$ cat src/tvs_pkg.sv
// Shared constants, payload structs and helper functions for the trilinear volume sampler.
// No dependencies; every other file in src imports this package.
package tvs_pkg;

   localparam int MAX_DIM    = 32;
   localparam int DIM_BITS   = $clog2(MAX_DIM);
   localparam int SIZE_BITS  = DIM_BITS + 1;
   localparam int ADDR_BITS  = 3 * DIM_BITS;
   localparam int FRAC_BITS  = 8;
   localparam int VALUE_BITS = 16;
   localparam int RAW_BITS   = 8;
   localparam int KIND_BITS  = 2;
   localparam int CSR_IDX_BITS = 2;

   // weight widths: one axis weight spans 0..2^FRAC_BITS
   localparam int WGT_BITS  = FRAC_BITS + 1;
   localparam int WXY_BITS  = 2 * FRAC_BITS + 1;
   localparam int W3_BITS   = 3 * FRAC_BITS + 1;
   localparam int SHIFT     = 3 * FRAC_BITS;
   // weights sum to 2^SHIFT, so the 8-term sum stays inside one product width
   localparam int ACC_BITS  = VALUE_BITS + W3_BITS + 1;
   localparam int CORNERS   = 8;
   localparam int CNT_BITS  = $clog2(CORNERS);

   localparam int unsigned ONE_VAL = 1 << FRAC_BITS;
   localparam logic [WGT_BITS-1:0] W_ONE = WGT_BITS'(ONE_VAL);
   localparam logic [ACC_BITS-1:0] ROUND_HALF = ACC_BITS'(64'd1 << (SHIFT - 1));
   localparam logic [SIZE_BITS-1:0] SIZE_RESET = SIZE_BITS'(MAX_DIM);

   localparam logic [KIND_BITS-1:0] KIND_LOAD  = 2'd0;
   localparam logic [KIND_BITS-1:0] KIND_QUERY = 2'd1;
   localparam logic [KIND_BITS-1:0] KIND_RAW   = 2'd2;

   localparam logic [CSR_IDX_BITS-1:0] CSR_SIZE_X = 2'd0;
   localparam logic [CSR_IDX_BITS-1:0] CSR_SIZE_Y = 2'd1;
   localparam logic [CSR_IDX_BITS-1:0] CSR_SIZE_Z = 2'd2;

   typedef struct packed {
      logic [KIND_BITS-1:0]         kind;
      logic [DIM_BITS-1:0]          voxel_x;
      logic [DIM_BITS-1:0]          voxel_y;
      logic [DIM_BITS-1:0]          voxel_z;
      logic signed [VALUE_BITS-1:0] density_in;
      logic signed [VALUE_BITS-1:0] temperature_in;
      logic signed [VALUE_BITS-1:0] query_x;
      logic signed [VALUE_BITS-1:0] query_y;
      logic signed [VALUE_BITS-1:0] query_z;
   } req_type;

   typedef struct packed {
      logic signed [VALUE_BITS-1:0] density_out;
      logic signed [VALUE_BITS-1:0] temperature_out;
      logic signed [RAW_BITS-1:0]   raw_density;
      logic                         in_range;
   } rsp_type;

   typedef struct packed {
      logic signed [VALUE_BITS-1:0] dens;
      logic signed [VALUE_BITS-1:0] temp;
   } voxel_type;

   // one corner handed to the multiply-accumulate unit
   typedef struct packed {
      logic                valid;
      logic [WGT_BITS-1:0] wx;
      logic [WGT_BITS-1:0] wy;
      logic [WGT_BITS-1:0] wz;
   } mac_issue_type;

   // zero reads as one, anything above the grid as the full grid
   function automatic logic [SIZE_BITS-1:0] eff_size(input logic [SIZE_BITS-1:0] s);
      logic [SIZE_BITS-1:0] r;
      if (s == '0) r = SIZE_BITS'(1);
      else if (s > SIZE_BITS'(MAX_DIM)) r = SIZE_BITS'(MAX_DIM);
      else r = s;
      return r;
   endfunction

endpackage

$ cat src/tvs_mac.sv
// Shared weight/multiply-accumulate unit: three stages per corner (weight product,
// full weight with aligned store data, accumulate). Depends on tvs_pkg.
module tvs_mac (
   input  logic                               clock,
   input  logic                               reset,
   input  logic                               clear,
   input  tvs_pkg::mac_issue_type             issue,
   input  tvs_pkg::voxel_type                 rd_data,
   output logic signed [tvs_pkg::VALUE_BITS-1:0] dens_out,
   output logic signed [tvs_pkg::VALUE_BITS-1:0] temp_out
);
   import tvs_pkg::*;

   logic                      v1_ff, v2_ff;
   logic [WXY_BITS-1:0]       wxy_ff;
   logic [WGT_BITS-1:0]       wz_ff;
   logic [W3_BITS-1:0]        w_ff;
   voxel_type                 data_ff;
   logic signed [ACC_BITS-1:0] acc_d_ff, acc_t_ff;

   logic [2*WGT_BITS-1:0]          wxy_full;
   logic [WXY_BITS+WGT_BITS-1:0]   w_full;
   logic signed [ACC_BITS-1:0]     prod_d, prod_t;

   always_comb begin
      wxy_full = issue.wx * issue.wy;
      w_full   = wxy_ff * wz_ff;
      prod_d   = data_ff.dens * $signed({1'b0, w_ff});
      prod_t   = data_ff.temp * $signed({1'b0, w_ff});
   end

   always_ff @(posedge clock) begin
      if (reset) begin
         v1_ff <= 1'b0;
         v2_ff <= 1'b0;
      end else begin
         v1_ff <= issue.valid;
         v2_ff <= v1_ff;
      end
      if (issue.valid) begin
         wxy_ff <= wxy_full[WXY_BITS-1:0];
         wz_ff  <= issue.wz;
      end
      // store data for the corner issued last cycle is valid now
      if (v1_ff) begin
         w_ff    <= w_full[W3_BITS-1:0];
         data_ff <= rd_data;
      end
      if (clear) begin
         acc_d_ff <= '0;
         acc_t_ff <= '0;
      end else if (v2_ff) begin
         acc_d_ff <= acc_d_ff + prod_d;
         acc_t_ff <= acc_t_ff + prod_t;
      end
   end

   // round half up, arithmetic shift, saturate
   function automatic logic signed [VALUE_BITS-1:0] round_sat(input logic signed [ACC_BITS-1:0] a);
      logic signed [ACC_BITS-1:0] rnd;
      logic signed [ACC_BITS-1:0] sh;
      logic [VALUE_BITS-1:0]      r;
      rnd = a + $signed(ROUND_HALF);
      sh  = rnd >>> SHIFT;
      if ((&sh[ACC_BITS-1:VALUE_BITS-1]) || !(|sh[ACC_BITS-1:VALUE_BITS-1]))
         r = sh[VALUE_BITS-1:0];
      else if (sh[ACC_BITS-1])
         r = {1'b1, {(VALUE_BITS-1){1'b0}}};
      else
         r = {1'b0, {(VALUE_BITS-1){1'b1}}};
      return $signed(r);
   endfunction

   assign dens_out = round_sat(acc_d_ff);
   assign temp_out = round_sat(acc_t_ff);

endmodule

$ cat config.mk
export PLATFORM = sky130hd
export DESIGN_NAME = tvs_mac
export DESIGN_NICKNAME = d
export VERILOG_FILES = /design/src/tvs_pkg.sv /design/src/tvs_mac.sv
export SDC_FILE = /design/constraint.sdc
export NUM_CORES = 2
export LEC_CHECK = 0
export ABC_CLOCK_PERIOD_IN_PS = 5750
export BUFFER_PORTS_ARGS = -buffer_cell sky130_fd_sc_hd__buf_2
export CAP_MARGIN = 20
export CORE_MARGIN = 1
export CORE_UTILIZATION = 61
export CTS_BUF_LIST = sky130_fd_sc_hd__clkbuf_2
export CTS_CLUSTER_DIAMETER = 50
export DETAILED_ROUTE_END_ITERATION = 8
export PLACE_DENSITY = 0.85
export SLEW_MARGIN = 0
export SYNTH_ARGS = -nofsm -noshare
export SYNTH_HDL_FRONTEND = slang
export SYNTH_SLANG_ARGS = --single-unit
export TNS_END_PERCENT = 5
$ cat constraint.sdc
create_clock -name clock -period 5.75 [get_ports clock]
set_input_delay 0.575 -clock clock [delete_from_list [all_inputs] [get_ports clock]]
set_output_delay 0.575 -clock clock [all_outputs]
set_load 0.05 [all_outputs]
==> out/results.md <==
| Parameter | Value | Unit |
| --- | --- | --- |
| Run status | finished, violations left | - |
| Failing checks | negative setup slack | - |
| Detailed-route DRC error count | 0 | - |
| Count of boundary I/O pins | 95 | - |
| Synth warnings | 0 | - |
| Cell repeated most along the worst path | sky130_fd_sc_hd__fa_1 | - |
| Critical Path End Type | flop | - |
| Deepest clock path buffer count | 2 | - |
| Number of enable-type register cells in the synthesized netlist | 83 | - |
| Final slew viol count | 0 | - |
| Setup repair after global routing missed its margin | true | - |
| Worst min-delay path category | in -> reg | - |
| Pin count of the biggest net entering global routing | 59 | - |
| Number of failing setup endpoints in the final timing report | 49 | - |
| Wire length per cell after detailed routing | 19.0 | um |
| Source of the critical timing path | data_ff[4] | - |
| Root cell of the clock tree | sky130_fd_sc_hd__clkbuf_2 | - |
| Die area | 0.0704 | sq mm |
| Flip-flop and latch count after synthesis | 169 | - |
| Netlist area before placement | 0.0423 | sq mm |
| Clk_lat worst skew | 1.25 | ns |
| DRT Pass-1 Iters | 8 | - |
| Clock transition at the registers of the reported paths | 0.37 | ns |
| CTS tree | built | - |
| Biggest cell delay along the critical path | 0.56 | ns |
| Gp weighted congestion | 0.945 | - |
| Sink count of the clock tree | 169 | - |
| Number of library cell types mapped by synthesis | 82 | - |
| Depth of the most critical reg-to-reg path | 23 | - |
| Utilization of the core after routing | 0.717 | - |
| Relative max-transition margin | 0.267 | - |
| Detailed-route via count | 34742 | - |
| Critical path class | reg -> reg | - |
| Final wirelength | 116 | mm |
| Largest area contributor in the synthesized netlist | sky130_fd_sc_hd__fa_1 | - |
| Fraction of post-synthesis cell area in the top cell type by area | 0.415 | - |
| Wire length of the first global-routing pass | 185 | mm |
| Top flip-flop cell by instance count after synthesis | sky130_fd_sc_hd__dfxtp_1 | - |
| Minimum setup slack after placement | -0.677 | ns |
| Cell type of the slowest stage on the worst timing path | sky130_fd_sc_hd__fa_1 | - |
| Min Clock Period, post-route | 6.37 | ns |
| Total clock buffers created by CTS | 17 | - |
| Initial Util | 0.617 | - |
| Share of synthesized area occupied by flip-flops and latches | 0.0996 | - |
| Launch instance of the worst register-to-register path | data_ff[4] | - |
| Most common cell in the synthesized netlist | sky130_fd_sc_hd__inv_1 | - |
| Initial antenna violation count | 4 | - |
| DIE HEIGHT | 265 | um |
| Final Cycle Share | 1.11 | - |
| End of the critical path | acc_t_ff[41] | - |
| Mean instance size in the synthesized netlist | 8.92 | sq um |
| Signed area change from the synthesized netlist to the final layout | 16.3 | % |
| Number of placement rows | 96 | - |
| Core outline area | 0.0686 | sq mm |
| Data required time of the critical path | 6.92 | ns |
| Total grt overflow | 0 | - |
| Final layout net count | 6443 | - |
| Die W | 265 | um |
| Arrival time of the worst setup path | 7.55 | ns |
| Level count of the clock H-tree | 4 | - |
| Worst R2R End | acc_t_ff[41] | - |
| Mapped Nets | 6034 | - |
| Global routing usage summed across all routing layers | 0.334 | - |
| Vias in the first global route | 37858 | - |
| Drt first-iter violations | 3224 | - |
| Max-cap violation count | 0 | - |
| Share of cells above drive strength 1 | 0.151 | - |
| Slew at the pin closest to its max-slew limit | 1.10 | ns |
| Most frequent cells after synthesis | sky130_fd_sc_hd__inv_1, sky130_fd_sc_hd__fa_1, sky130_fd_sc_hd__nand2_1 | - |
| Fmax achieved | 157 | MHz |
| Maximum fanout along the worst path | 4 | - |
| Cells along the critical path | buf_6, and2_1, fa_1, inv_1, fa_1, fa_1, fa_1, inv_2, fa_1, inv_2, fa_1, inv_2, ha_4, o21ai_4, buf_6, and2_4, a31oi_4, a31oi_4, o31a_4, o21ai_4, a221oi_2, mux2i_1, mux2_1 | - |
| Port bufs | 94 | - |
| Synthesized instance count | 4741 | - |
| Setup ws final | -0.625 | ns |
| Hpwl dp | 87.2 | mm |
| Via density | 5.69 | - |
| Post-route clock skew | 0.0846 | ns |
| FF-to-FF setup slack | -0.62 | ns |
| Kind of launch point of the worst setup path | flop | - |
| Biggest area contributors in the synthesized netlist | sky130_fd_sc_hd__fa_1, sky130_fd_sc_hd__ha_1, sky130_fd_sc_hd__inv_1 | - |
| Ys async rst share | 0 | - |
| Routed Antenna Nets | 0 | - |
| Hold violation count in the final report | 0 | - |
## cell families after synthesis
logic type | share of synthesized area
buf+inv | 0.120
compound gates | 0.0638
mux | 0.00808
flops | 0.0996
simple gates | 0.163
xor+xnor | 0.0261
fa+ha+maj | 0.519
## stage by stage
stage | std cells | hold slack (ns) | cell area (sq um) | TNS, ns
5_1_grt | 6104 | -0.00880 | 49200 | -28.20
2_1_floorplan | 4741 | 0.432 | 42400 | -2.52
6_report | 6105 | 0.0642 | 49200 | -18.00
3_5_place_dp | 5923 | 0.475 | 46500 | -18.39
4_1_cts | 6065 | 0.0000934 | 48500 | -11.18
3_3_place_gp | 5923 | 0.465 | 46500 | -12.71
## area by class of cell
type	instances	area, sq um
sequential	169	4220
multi-input combinational	3228	34000
timing repair buffer	629	5390
clock inverter	15	169
clock buffer	17	85.1
antenna	11	27.5
inverter	1105	4150
fill	4540	19400
tap	931	1160
## state kept, by name (all words and copies together) (netlist names)
signal	flops
wz_ff	9
w_ff	25
v1_ff	1
acc_d_ff	42
wxy_ff	17
data_ff	32
acc_t_ff	42
v2_ff	1
## critical path: cells and delay by family (launching register included)
| family | cells | cell delay (ns) |
|---|---|---|
| buffers and inverters | 6 | 0.48 |
| AND/OR/NAND/NOR | 2 | 0.30 |
| AO/OA/AOI/OAI | 6 | 0.99 |
| multiplexers | 2 | 0.56 |
| flip-flops | 1 | 0.54 |
| adder cells (fa/ha/maj) | 7 | 3.41 |
## layer usage
layer  GRT usage  vias up  part of all wire  wire [um]
met4       0.195        0             0.064       7450
li1            -    14969                 -          -
met5           0        -                 0          0
met3      0.0607      557             0.081       9400
met1       0.385    17386              0.35      40200
met2       0.582     1830              0.51      58700
## cell usage in the layout (no fill, tap or decap), drive strengths merged, types with 60 or more instances in the layout
cell type,n
inv,1115
fa,876
nand2,664
buf,558
and2,430
ha,354
nor2,140
a21oi,110
o21ai,101
dfxtp,86
edfxtp,83
xnor2,83
dlygate4sd3,70
a21o,60
## what timing repair did
item,4_1_cts,5_1_grt
hold buffers,70,0
setup buffers,39,27
cloned,2,2
pin swaps,59,72
hold endpoints to repair,97,0
endpoints found under the setup margin,55,61
resized for setup,124,115
## how the worst min path moves through the flow
stage	start	end	slack (ns)	cells after the start
floorplan	acc_d_ff[18]	acc_d_ff[18]	0.43	2
global placement	acc_d_ff[21]	acc_d_ff[21]	0.46	2
detailed placement	acc_d_ff[19]	acc_d_ff[19]	0.48	2
CTS	rd_data[12]	data_ff[12]	0.00009	2
global route	issue[2]	wz_ff[2]	-0.009	2
finish	rd_data[21]	data_ff[21]	0.06	2
Power is left out: the tool's default activity adds up to more than one toggle a clock period on the data nets, which glitch-free logic cannot reach.
